**src/pdlr_pkg.sv**
```systemverilog
package pdlr_pkg;

    // decoded sample width, Q1.23 plus headroom for +1.0
    localparam int SAMPLE_W = 25;
    localparam int RAW_W    = 32;

    // configuration register indexes
    localparam int CFG_IDX_W  = 2;
    localparam int CFG_DATA_W = 28;
    localparam logic [CFG_IDX_W-1:0] REG_FORMAT = 2'd0;
    localparam logic [CFG_IDX_W-1:0] REG_MONO   = 2'd1;
    localparam logic [CFG_IDX_W-1:0] REG_STEP   = 2'd2;

    // sample format codes
    localparam logic [2:0] FMT_U8  = 3'd0;
    localparam logic [2:0] FMT_S16 = 3'd1;
    localparam logic [2:0] FMT_S24 = 3'd2;
    localparam logic [2:0] FMT_S32 = 3'd3;
    localparam logic [2:0] FMT_F32 = 3'd4;

    localparam logic [2:0]            FORMAT_RESET = FMT_S16;
    localparam logic [CFG_DATA_W-1:0] STEP_RESET   = 28'd16777216;

    // results per input word are capped
    localparam int               CNT_W      = 5;
    localparam logic [CNT_W-1:0] RESULT_CAP = 5'd16;
    localparam logic [CNT_W-1:0] LAST_SLOT  = 5'd15;

    typedef struct packed {
        logic load;        // capture decoded sample of a new word
        logic issue;       // start one interpolation product
        logic hold;        // product uses current sample only
        logic commit;      // word done, current sample becomes previous
        logic clear_prev;  // packet end: previous sample cleared
    } lane_ctrl_t;

    function automatic logic signed [SAMPLE_W-1:0] decode_sample(
        input logic [2:0]       fmt,
        input logic [RAW_W-1:0] raw
    );
        logic signed [SAMPLE_W-1:0] res;
        logic [7:0]                 expo;
        logic [6:0]                 shamt;
        logic [23:0]                mag;
        begin
            expo  = raw[30:23];
            shamt = 7'd127 - expo[6:0];
            mag   = 24'd0;
            res   = '0;
            unique case (fmt)
                FMT_U8:  res = {{2{~raw[7]}}, raw[6:0], 16'd0};
                FMT_S16: res = {{2{raw[15]}}, raw[15:0], 7'd0};
                FMT_S24: res = {raw[23], raw[23:0]};
                FMT_S32: res = {raw[31], raw[31:8]};
                FMT_F32:
                begin
                    if (expo == 8'hff || expo == 8'h00)
                        mag = 24'd0;
                    else if (expo >= 8'd127)
                        mag = 24'h800000;
                    else
                        mag = {1'b1, raw[22:0]} >> shamt;
                    res = raw[31] ? -$signed({1'b0, mag}) : $signed({1'b0, mag});
                end
                default: res = '0;
            endcase
            return res;
        end
    endfunction

endpackage

```
**src/pdlr_lane.sv**
```systemverilog
module pdlr_lane
    import pdlr_pkg::*;
#(
    parameter int FRAC_BITS = 24
)
(
    input  logic                       clk,
    input  logic                       rst_n,
    input  lane_ctrl_t                 ctrl,
    input  logic [2:0]                 fmt,
    input  logic [RAW_W-1:0]           raw,
    input  logic [FRAC_BITS-1:0]       frac,
    output logic signed [SAMPLE_W-1:0] result
);

    localparam int DIFF_W = SAMPLE_W + 1;
    localparam int PROD_W = DIFF_W + FRAC_BITS + 1;

    logic signed [SAMPLE_W-1:0] cur_reg;
    logic signed [SAMPLE_W-1:0] prev_reg;
    logic signed [SAMPLE_W-1:0] base_reg;
    logic signed [PROD_W-1:0]   prod_reg;

    logic signed [SAMPLE_W-1:0] base_next;
    logic signed [DIFF_W-1:0]   diff;
    logic signed [FRAC_BITS:0]  weight;
    logic signed [PROD_W-1:0]   prod_next;
    logic signed [DIFF_W-1:0]   delta;
    logic signed [DIFF_W-1:0]   sum;

    // hold phases: base is the current sample, weight zero
    assign base_next = ctrl.hold ? cur_reg : prev_reg;
    assign diff      = DIFF_W'(cur_reg) - DIFF_W'(base_next);
    assign weight    = ctrl.hold ? '0 : $signed({1'b0, frac});
    assign prod_next = diff * weight;

    // floor shift of the product, then add the base
    assign delta  = DIFF_W'(prod_reg >>> FRAC_BITS);
    assign sum    = DIFF_W'(base_reg) + delta;
    assign result = sum[SAMPLE_W-1:0];

    always_ff @(posedge clk or negedge rst_n)
    begin
        if (!rst_n)
        begin
            prev_reg <= '0;
        end
        else if (ctrl.commit)
        begin
            prev_reg <= ctrl.clear_prev ? '0 : cur_reg;
        end
    end

    always_ff @(posedge clk)
    begin
        if (ctrl.load)
        begin
            cur_reg <= decode_sample(fmt, raw);
        end
        if (ctrl.issue)
        begin
            base_reg <= base_next;
            prod_reg <= prod_next;
        end
    end

endmodule

```
**src/pdlr_seq.sv**
```systemverilog
module pdlr_seq
    import pdlr_pkg::*;
#(
    parameter int FRAC_BITS    = 24,
    parameter int MAX_UPSAMPLE = 8
)
(
    input  logic                  clk,
    input  logic                  rst_n,
    input  logic                  start,
    input  logic                  packet_end,
    input  logic [CFG_DATA_W-1:0] rate_step,
    input  logic                  phase_clear,
    input  logic                  advance,
    output logic                  idle,
    output lane_ctrl_t            ctrl,
    output logic [FRAC_BITS-1:0]  frac,
    output logic                  last
);

    // phase holds up to one plus the largest step
    localparam int PW   = FRAC_BITS + 5;
    localparam int UP   = (FRAC_BITS >= 24) ? FRAC_BITS - 24 : 0;
    localparam int DN   = (FRAC_BITS < 24) ? 24 - FRAC_BITS : 0;
    localparam int WW   = CFG_DATA_W + UP;
    localparam logic [PW-1:0] ONE = {{(PW-FRAC_BITS-1){1'b0}}, 1'b1, {FRAC_BITS{1'b0}}};
    localparam logic [PW-1:0] TWO = ONE << 1;
    localparam logic [PW-1:0] STEP_MIN =
        PW'(((64'd1 << FRAC_BITS) + 64'(MAX_UPSAMPLE) - 64'd1) / 64'(MAX_UPSAMPLE));

    localparam logic [1:0] ST_IDLE   = 2'd0;
    localparam logic [1:0] ST_INTERP = 2'd1;
    localparam logic [1:0] ST_HOLD   = 2'd2;
    localparam logic [1:0] ST_DONE   = 2'd3;

    logic [1:0]       state_reg, state_next;
    logic [PW-1:0]    phase_reg, phase_next;
    logic [CNT_W-1:0] cnt_reg, cnt_next;
    logic             end_reg, end_next;
    logic             have_prev_reg, have_prev_next;

    logic [WW-1:0]    step_wide;
    logic [PW-1:0]    step_scaled;
    logic [PW-1:0]    step_eff;
    logic [PW-1:0]    phase_sum;
    logic             more_here;
    logic             more_after;

    assign step_wide   = (WW'(rate_step) << UP) >> DN;
    assign step_scaled = PW'(step_wide);
    assign step_eff    = (step_scaled < STEP_MIN) ? STEP_MIN : step_scaled;
    assign phase_sum   = phase_reg + step_eff;

    // lookahead for the last result of this word
    assign more_here  = phase_sum < ONE;
    assign more_after = (state_reg == ST_INTERP) && end_reg && (phase_sum < TWO);

    assign idle = (state_reg == ST_IDLE);
    assign frac = phase_reg[FRAC_BITS-1:0];

    always_comb
    begin
        state_next     = state_reg;
        phase_next     = phase_reg;
        cnt_next       = cnt_reg;
        end_next       = end_reg;
        have_prev_next = have_prev_reg;
        ctrl           = '0;
        last           = 1'b0;

        unique case (state_reg) inside
            ST_IDLE:
            begin
                if (start)
                begin
                    ctrl.load = 1'b1;
                    end_next  = packet_end;
                    cnt_next  = '0;
                    if (have_prev_reg)
                        state_next = ST_INTERP;
                    else if (packet_end)
                        state_next = ST_HOLD;
                    else
                        state_next = ST_DONE;
                end
            end
            ST_INTERP, ST_HOLD:
            begin
                if (phase_reg < ONE)
                begin
                    if (cnt_reg < RESULT_CAP)
                    begin
                        if (advance)
                        begin
                            ctrl.issue = 1'b1;
                            ctrl.hold  = (state_reg == ST_HOLD);
                            cnt_next   = cnt_reg + CNT_W'(1);
                            phase_next = phase_sum;
                            last       = (cnt_reg == LAST_SLOT) || !(more_here || more_after);
                        end
                    end
                    else
                    begin
                        // over the cap: phase still advances, nothing emitted
                        phase_next = phase_sum;
                    end
                end
                else
                begin
                    phase_next = phase_reg - ONE;
                    state_next = (state_reg == ST_INTERP && end_reg) ? ST_HOLD : ST_DONE;
                end
            end
            ST_DONE:
            begin
                ctrl.commit     = 1'b1;
                ctrl.clear_prev = end_reg;
                have_prev_next  = !end_reg;
                state_next      = ST_IDLE;
            end
            default: state_next = ST_IDLE;
        endcase

        if (phase_clear)
            phase_next = '0;
    end

    always_ff @(posedge clk or negedge rst_n)
    begin
        if (!rst_n)
        begin
            state_reg     <= ST_IDLE;
            phase_reg     <= '0;
            cnt_reg       <= '0;
            end_reg       <= 1'b0;
            have_prev_reg <= 1'b0;
        end
        else
        begin
            state_reg     <= state_next;
            phase_reg     <= phase_next;
            cnt_reg       <= cnt_next;
            end_reg       <= end_next;
            have_prev_reg <= have_prev_next;
        end
    end

    a_issue_in_range: assert property (@(posedge clk) disable iff (!rst_n)
        ctrl.issue |-> (phase_reg < ONE) && (cnt_reg < RESULT_CAP))
        else $error("issue outside phase window or over cap");

    a_cnt_capped: assert property (@(posedge clk) disable iff (!rst_n)
        cnt_reg <= RESULT_CAP)
        else $error("result counter past cap");

    a_commit_returns_idle: assert property (@(posedge clk) disable iff (!rst_n)
        ctrl.commit |=> (state_reg == ST_IDLE) && !ctrl.issue)
        else $error("commit did not return to idle");

endmodule

```
**src/pcm_decode_linear_resampler.sv**
```systemverilog
// PCM decoder with linear-interpolation rate conversion to 48 kHz. Each input
// word is one stereo source frame (two raw sample words plus a packet-end mark
// on s_tlast); both samples are decoded to Q1.23 by sample_format (u8, s16,
// s24, s32, float32 clamped to +-1.0, anything else gives zero), the right
// lane taking the left word when mono_source is set. A phase accumulator then
// steps by rate_step and one output word is produced per phase that falls
// between the previous and the current frame; at a packet end the last frame
// is repeated for the remaining phases and the phase carries into the next
// packet. At most 16 output words follow one input word, m_tlast marking the
// final one. One input word is taken while the sequencer is idle and
// occupies it for all of its phase steps (emitted or not), for each phase
// loop it exits (0, 1 or 2) and for a final commit, so no new word is taken
// before the last one is done; a single phase adder in the sequencer handles
// one step per cycle, so output words come at up to one per cycle, and an
// output stall holds the sequencer. Results pass two lane stages (multiply,
// then add into the output register). Writing rate_step clears the phase;
// configuration is to be written while idle only; the block does not enforce it.
module pcm_decode_linear_resampler
    import pdlr_pkg::*;
#(
    parameter int FRAC_BITS    = 24,
    parameter int MAX_UPSAMPLE = 8
)
(
    input  logic                  clk,
    input  logic                  rst_n,

    // configuration write port
    input  logic                  cfg_we,
    input  logic [CFG_IDX_W-1:0]  cfg_addr,
    input  logic [CFG_DATA_W-1:0] cfg_data,

    // input stream
    input  logic                  s_tvalid,
    output logic                  s_tready,
    input  logic [63:0]           s_tdata,   // raw_left[31:0], raw_right[63:32]
    input  logic                  s_tlast,   // packet_end

    // output stream
    output logic                  m_tvalid,
    input  logic                  m_tready,
    output logic [55:0]           m_tdata,   // out_left[24:0], out_right[49:25], zero pad
    output logic                  m_tlast    // last_of_run
);

    // configuration registers
    logic [2:0]            fmt_reg;
    logic                  mono_reg;
    logic [CFG_DATA_W-1:0] step_reg;
    logic                  phase_clear;

    // sequencer to lanes
    lane_ctrl_t            lane_ctrl;
    logic [FRAC_BITS-1:0]  frac;
    logic                  issue_last;
    logic                  seq_idle;
    logic                  accept;
    logic                  stall;

    // product stage valid and output register
    logic                  a_valid_reg;
    logic                  a_last_reg;
    logic                  out_valid_reg;
    logic                  out_last_reg;
    logic [SAMPLE_W-1:0]   out_left_reg;
    logic [SAMPLE_W-1:0]   out_right_reg;

    logic [RAW_W-1:0]           raw_right_sel;
    logic signed [SAMPLE_W-1:0] left_res;
    logic signed [SAMPLE_W-1:0] right_res;

    assign phase_clear = cfg_we && (cfg_addr == REG_STEP);

    always_ff @(posedge clk or negedge rst_n)
    begin
        if (!rst_n)
        begin
            fmt_reg  <= FORMAT_RESET;
            mono_reg <= 1'b0;
            step_reg <= STEP_RESET;
        end
        else if (cfg_we)
        begin
            unique case (cfg_addr)
                REG_FORMAT: fmt_reg  <= cfg_data[2:0];
                REG_MONO:   mono_reg <= cfg_data[0];
                REG_STEP:   step_reg <= cfg_data;
                default:    ;
            endcase
        end
    end

    // input side: one frame at a time, taken whenever the sequencer is idle
    assign s_tready = seq_idle;
    assign accept   = s_tvalid && s_tready;

    // output register full and not drained: freeze the lane pipeline
    assign stall = out_valid_reg && !m_tready;

    pdlr_seq #(
        .FRAC_BITS    (FRAC_BITS),
        .MAX_UPSAMPLE (MAX_UPSAMPLE)
    ) u_seq (
        .clk         (clk),
        .rst_n       (rst_n),
        .start       (accept),
        .packet_end  (s_tlast),
        .rate_step   (step_reg),
        .phase_clear (phase_clear),
        .advance     (!stall),
        .idle        (seq_idle),
        .ctrl        (lane_ctrl),
        .frac        (frac),
        .last        (issue_last)
    );

    // mono source: the right lane decodes the left word too
    assign raw_right_sel = mono_reg ? s_tdata[31:0] : s_tdata[63:32];

    pdlr_lane #(
        .FRAC_BITS (FRAC_BITS)
    ) u_lane_left (
        .clk    (clk),
        .rst_n  (rst_n),
        .ctrl   (lane_ctrl),
        .fmt    (fmt_reg),
        .raw    (s_tdata[31:0]),
        .frac   (frac),
        .result (left_res)
    );

    pdlr_lane #(
        .FRAC_BITS (FRAC_BITS)
    ) u_lane_right (
        .clk    (clk),
        .rst_n  (rst_n),
        .ctrl   (lane_ctrl),
        .fmt    (fmt_reg),
        .raw    (raw_right_sel),
        .frac   (frac),
        .result (right_res)
    );

    // merge: both lane sums and the last flag go into one output word
    always_ff @(posedge clk or negedge rst_n)
    begin
        if (!rst_n)
        begin
            a_valid_reg   <= 1'b0;
            a_last_reg    <= 1'b0;
            out_valid_reg <= 1'b0;
            out_last_reg  <= 1'b0;
        end
        else if (!stall)
        begin
            a_valid_reg   <= lane_ctrl.issue;
            a_last_reg    <= issue_last;
            out_valid_reg <= a_valid_reg;
            out_last_reg  <= a_last_reg;
        end
    end

    always_ff @(posedge clk)
    begin
        if (!stall && a_valid_reg)
        begin
            out_left_reg  <= left_res;
            out_right_reg <= right_res;
        end
    end

    assign m_tvalid = out_valid_reg;
    assign m_tlast  = out_last_reg;
    assign m_tdata  = {6'd0, out_right_reg, out_left_reg};

    a_no_issue_in_stall: assert property (@(posedge clk) disable iff (!rst_n)
        stall |-> !lane_ctrl.issue)
        else $error("product issued while output stalled");

    a_out_held: assert property (@(posedge clk) disable iff (!rst_n)
        m_tvalid && !m_tready |=> m_tvalid && $stable(m_tdata) && $stable(m_tlast))
        else $error("output word changed while waiting");

    a_last_has_valid: assert property (@(posedge clk) disable iff (!rst_n)
        m_tlast |-> m_tvalid)
        else $error("m_tlast without m_tvalid");

endmodule

```
**config.mk**
```make
export PLATFORM = sky130hd
export DESIGN_NAME = pcm_decode_linear_resampler
export DESIGN_NICKNAME = d
export VERILOG_FILES = /design/src/pdlr_pkg.sv /design/src/pdlr_lane.sv /design/src/pdlr_seq.sv /design/src/pcm_decode_linear_resampler.sv
export SDC_FILE = /design/constraint.sdc
export NUM_CORES = 2
export LEC_CHECK = 0
export ABC_AREA = 1
export BUFFER_PORTS_ARGS = -buffer_cell sky130_fd_sc_hd__buf_4
export CORE_UTILIZATION = 45
export CTS_CLUSTER_SIZE = 40
export DETAILED_ROUTE_END_ITERATION = 8
export GPL_ROUTABILITY_DRIVEN = 0
export PLACE_DENSITY = 0.61
export SETUP_SLACK_MARGIN = 0.3
export SYNTH_ARGS = -nofsm -noshare
export SYNTH_HDL_FRONTEND = slang
export SYNTH_SLANG_ARGS = --single-unit
```
**constraint.sdc**
```tcl
create_clock -name clk -period 11.1 [get_ports clk]
set_clock_uncertainty 0.15 [all_clocks]
set_input_delay 2.775 -clock clk [delete_from_list [all_inputs] [get_ports clk]]
set_output_delay 2.775 -clock clk [all_outputs]
set_load 0.02 [all_outputs]
```
# Yosys cells after proc, flatten, opt, wreduce, memory -nomap -nowiden
# Cells that the tools add are included.
[totals] reg_bits=372 inputBits=100 output_inout_bits=59 word_cells=138
[classes] n_addsub=11 mul=2 n_lt_le_gt_ge=7 n_eq_ne=18 shift=2 mux=45 n_bitwise=2 n_reduce_logical=29
[ops] operator="$pmux 25 s5" count=2
[ops] operator="$mux 24" count=9
[ops] operator="$mux 25" count=6
[ops] operator="$mux 29" count=5
[ops] operator="$mul 26x25->49" count=2
[ops] operator="$lt 29x25->1 const B" count=2
[ops] operator="$sub 25x25->26" count=2
[ops] operator="$add 25x25->25" count=2
[ops] operator="$neg 24->25" count=2
[ops] operator="$shr 24x7->24" count=2
[ops] operator="$mux 32" count=1
[ops] operator="$add 29x29->29" count=1
[ops] operator="$lt 29x26->1 const B" count=1
[ops] operator="$sub 29x25->29 const B" count=1
[ops] operator="$lt 28x22->1 const B" count=1
[ops] operator="$mux 28" count=1
[ops] operator="$mux 5" count=4
[ops] operator="$eq 8x8->1 const B" count=2
[ops] operator="$ge 8x7->1 const B" count=2
[ops] operator="$logic_not 8->1" count=2
[ops] operator="$mux 2" count=8
[ops] operator="$sub 7x7->7 const A" count=2
[ops] operator="$reduce_and 2->1" count=6
[ops] operator="$pmux 5 s2" count=1
[ops] operator="22 further kinds" count=49

# Depth between registers and ports, before layout
[depth] word_depth=11 depth_mapped=56

# Hierarchy
# A second synthesis with hierarchy kept.
[hier_totals] cells_unflattened=8867 area_unflattened_um2=70319.9
[modules_own_cells] module="pdlr_lane (u_lane_right)" n_inst=1 cells_per_inst=3932 area_each_um2=31387.6
[modules_own_cells] module="pdlr_lane (u_lane_left)" n_inst=1 cells_per_inst=3928 area_each_um2=31273.7
[modules_own_cells] module="pdlr_seq" n_inst=1 cells_per_inst=680 area_each_um2=4149.0
[modules_own_cells] module="pcm_decode_linear_resampler" n_inst=1 cells_per_inst=327 area_each_um2=3509.6

# Worst setup path after synthesis
# OpenSTA, ideal clock, no wires.
[synth_timing] kind="in2reg" from="in m_tready" to="reg u_lane_right.prod_reg[43], data pin" setup_ns=0.256 arrival_ns=11.878 required_ns=10.694 path_slack_ns=-1.184 path_stages=46 path_buffers=6 path_cell_list="inv_1 nand2_2 nand2_1 nor2_1 nand2_4 buf_8 buf_6 inv_1 buf_2 buf_2 buf_1 a21oi_1 ha_1 nand3b_1 nand2_1 a21oi_1 o21ai_0 inv_1 [... 10 more ...] inv_1 fa_1 inv_1 fa_1 fa_1 fa_1 inv_1 fa_1 inv_1 ha_1 nand2_1 nor2_1 inv_1 nor4_1 a21boi_0 nor2_1 nand2_1 nand2_1"
[synth_via] elab_chain_cells=9
[synth_lines] element="from (decl)" line="pcm_decode_linear_resampler.sv:41" text="input logic m_tready,"
[synth_lines] element="$logic_not 1->1 *" line="pcm_decode_linear_resampler.sv:98" text="assign stall = out_valid_reg && !m_tready;"
[synth_lines] element="$logic_and 1x1->1 *" line="pcm_decode_linear_resampler.sv:98"
[synth_lines] element="$mux 2 *" line="pdlr_seq.sv:93" text="if (advance)"
[synth_lines] element="$mux 2 *" line="pdlr_seq.sv:91" text="if (cnt_reg < RESULT_CAP)"
[synth_lines] element="$mux 2 *" line="pdlr_seq.sv:89" text="if (phase_reg < ONE)"
[synth_lines] element="$mux 2 *" line="pdlr_seq.sv:71" text="unique case (state_reg) inside"
[synth_lines] element="$mux 25" line="pdlr_lane.sv:32" text="assign base_next = ctrl.hold ? cur_reg : prev_reg;"
[synth_lines] element="$sub 25x25->26" line="pdlr_lane.sv:33" text="assign diff = DIFF_W'(cur_reg) - DIFF_W'(base_next);"
[synth_lines] element="$mul 26x25->49 *" line="pdlr_lane.sv:35" text="assign prod_next = diff * weight;"
[synth_lines] element="named net u_lane_right.prod_next[43]" line="pdlr_lane.sv:27" text="logic signed [PROD_W-1:0] prod_next;"
[synth_lines] element="to (signal assigned)" line="pdlr_lane.sv:63" text="prod_reg <= prod_next;"
[synth_lines] element="to (decl)" line="pdlr_lane.sv:22" text="logic signed [PROD_W-1:0] prod_reg;"
# The timed path passes the listed nets; every way through them passes the cells marked *.
# A chain may end at the register's enable or synchronous reset.

# Final worst setup path
[layout_timing] from="in m_tready" to="reg u_lane_right.prod_reg[36], data pin"
# Same word-level chain as after synthesis.

==> metrics.yaml <==
clocking:
  hold_buffers: 0
  cts.path.max_buffers: 3
  cts.clk_slew.worst_paths_ns: 0.06
  root_buffer: "clkbuf_16"
  cts_tree: "done"
  insertion_delay_ns: 0.59
  cts.sinks: 324
  cts-buffers-inserted: 37
  htreeDepth: 2
setup_path:
  r2r.worst_path.cells: 47
  cpPeakStageDelay_ns: 0.57
  required_ns: 11.27
  startpoint_type: "primary input"
  cp-startpoint: "m_tready"
  r2r-start: "u_seq.state_reg[0]"
  critPathMaxFanout: 11
  rrSetupSlack_ns: 1.16
  reg2reg_to: "u_lane_right.prod_reg[36]"
  arrival_ns: 11.49
  cpMaxStageDelayCell: "fa_2"
  crit_type: "primary input to register"
  end_kind: "register"
synth:
  synth-edff-count: 200
  avgSynthCellArea_um2: 8.01
  synth_flop_cell: "edfxtp_1"
  synthTopCellsByCount: "inv_1, nand2_1, fa_1, nor2_1, nand3_1"
  synthArstFlopShare_pct: 38.3
  synth_top_area_cell: "fa_1"
  synth.top_cell.area_share_pct: 37.2
  synth_most_common_cell: "inv_1"
  yosys-top-cells-area: "fa_1, inv_1, edfxtp_1, nand2_1, ha_1"
  synth-warning-count: 0
  ys_types: 71
  ys_ff_latch: 324
  syn_inst: 8596
  yosysSeqAreaShare_pct: 13.2
  synth_area_um2: 68900
finish:
  largest_reg_flops: 29
  diodes: 0
  final_util_pct: 57.8
  nets: 11400
  area_delta_synth_final_pct: 27.4
  drive_above_1_share_pct: 25.4
global_routing:
  grt_max_degree: 75
  antenna_found_initial: 3
  grt-ovfl-total: 0
  track_usage_pct: 31.5
  grt_pass1_vias: 64400
  grt_pass1_wl_um: 371000
sta:
  post-route-min-period_ns: 11.33
  report.final.slew_viol_count: 0
  fmax_ghz: 0.0883
  setup_tns_ns: -2.01
  worst_slack_ns: -0.225
  slew-limit-headroom_pct: 5.69
  fin_crit_sh_pct: 102
  rsz0062_at_grt: "true"
  tightest_slew_ns: 1.41
  finalHoldViolations: 0
  setup_violations: 18
placement:
  port_buffers: 152
  post-dp-hpwl_um: 194000
drt:
  viasPerCell: 5.44
  routed_wl_um: 246000
  drt-pass1-iter-count: 6
  drt_iter0_markers: 5739
  drcViolationCount: 0
  ant_nets: 0
  via_count: 63400
  wl_per_cell_um: 21.1
floorplan:
  die_area_um2: 155000
  std_cell_rows: 143
  die_y_um: 393
  ios: 159
  start_util_pct: 45.3
  die_w_um: 393
  fp.coreArea_um2: 152000
run_status:
  status: "finished, violations left"
  violations: "setup timing"
hold_path:
  min_path_cells: 2
  holdPathEnd: "u_lane_right.prev_reg[24]"
  hp-class: "register to register"
  min_from: "u_lane_right.prev_reg[24]"
run:
  cap_violations: 0
==> area by class of cell <==
type | count | area (um2)
clock buffers | 44 | 962
clock inverters | 22 | 305
fillers | 13300 | 64200
inverters | 1984 | 7520
multi-input cells | 5969 | 55900
flip-flops and latches | 324 | 9110
well taps | 2030 | 2540
repair buffers | 1293 | 11400
repair inverters | 2 | 32.5
==> worst max-delay path by stage <==
stage	endpoint	slack [ns]	cells after the start
global placement	u_lane_left.prod_reg[46]	-0.87	46
finish	u_lane_right.prod_reg[36]	-0.23	48
CTS	u_lane_right.prod_reg[46]	0.15	49
global route	u_lane_right.prod_reg[36]	-0.44	48
floorplan	u_lane_left.prod_reg[47]	-0.14	45
detailed placement	u_lane_left.prod_reg[47]	-0.96	46
==> routing by layer <==
metal	global-route usage [%]	up-vias	part of all wire, %
met5	0	-	0
met4	13.6	0	5.5
met3	5.52	748	9.1
met2	51.0	3119	46
met1	41.4	31300	39
li1	-	28300	-
==> kinds of logic (layout without fill, tap and decap cells) <==
logic type	Yosys count	count (layout)	share of synthesized area [%]
DFF	324	324	13.2
AOI/OAI and AO/OA	923	923	7.74
buffers and inverters	2310	3345	12.9
and+or+nand+nor	3214	3216	19.8
adders and majority gates	1683	1683	44.5
xor gates and xnor gates	140	140	1.80
muxes	1	1	0.0145
other	1	6	0.00544
==> metrics by stage <==
| stage | hold slack [ns] | setup slack (ns) | area (um2) | cells |
|---|---|---|---|---|
| 2_1_floorplan | 0.283 | -0.140 | 70700 | 8601 |
| 3_3_place_gp | 0.320 | -0.874 | 80600 | 11400 |
| 3_5_place_dp | 0.319 | -0.957 | 80600 | 11400 |
| 4_1_cts | 0.340 | 0.152 | 83800 | 11500 |
| 5_1_grt | 0.357 | -0.441 | 87700 | 11700 |
| 6_report | 0.337 | -0.225 | 87700 | 11700 |
==> repair_timing <==
action                     in CTS  in global routing
pin swaps                     162                424
cloned                          4                  5
setup buffers                  89                126
gates resized for setup       304                723
setup endpoints to repair      50                 50
==> cells in the final DEF, fill, tap and decap left out, drive strengths merged, types with 40 or more instances in the layout <==
cell type  count
nor3          40
o22ai         95
xnor2         51
ha           402
clkbuf        48
edfxtp       200
nor2        1001
o21ai        278
inv         1965
xor2          88
nand4         44
or2           71
fa          1281
nand2       1453
dfrtp        122
nand3        555
buf         1289
a21oi        358
==> critical path, delay by kind of cell <==
kind / cells / cell delay [ns]
buffers and inverters: 16 / 1.47
and+or+nand+nor: 11 / 1.18
xor gates and xnor gates: 1 / 0.14
adders and majority gates: 9 / 4.16
AOI/OAI and AO/OA: 11 / 1.72
Power is not shown: default switching activity piles up to over one toggle a cycle in this logic, so the estimate is an artifact.
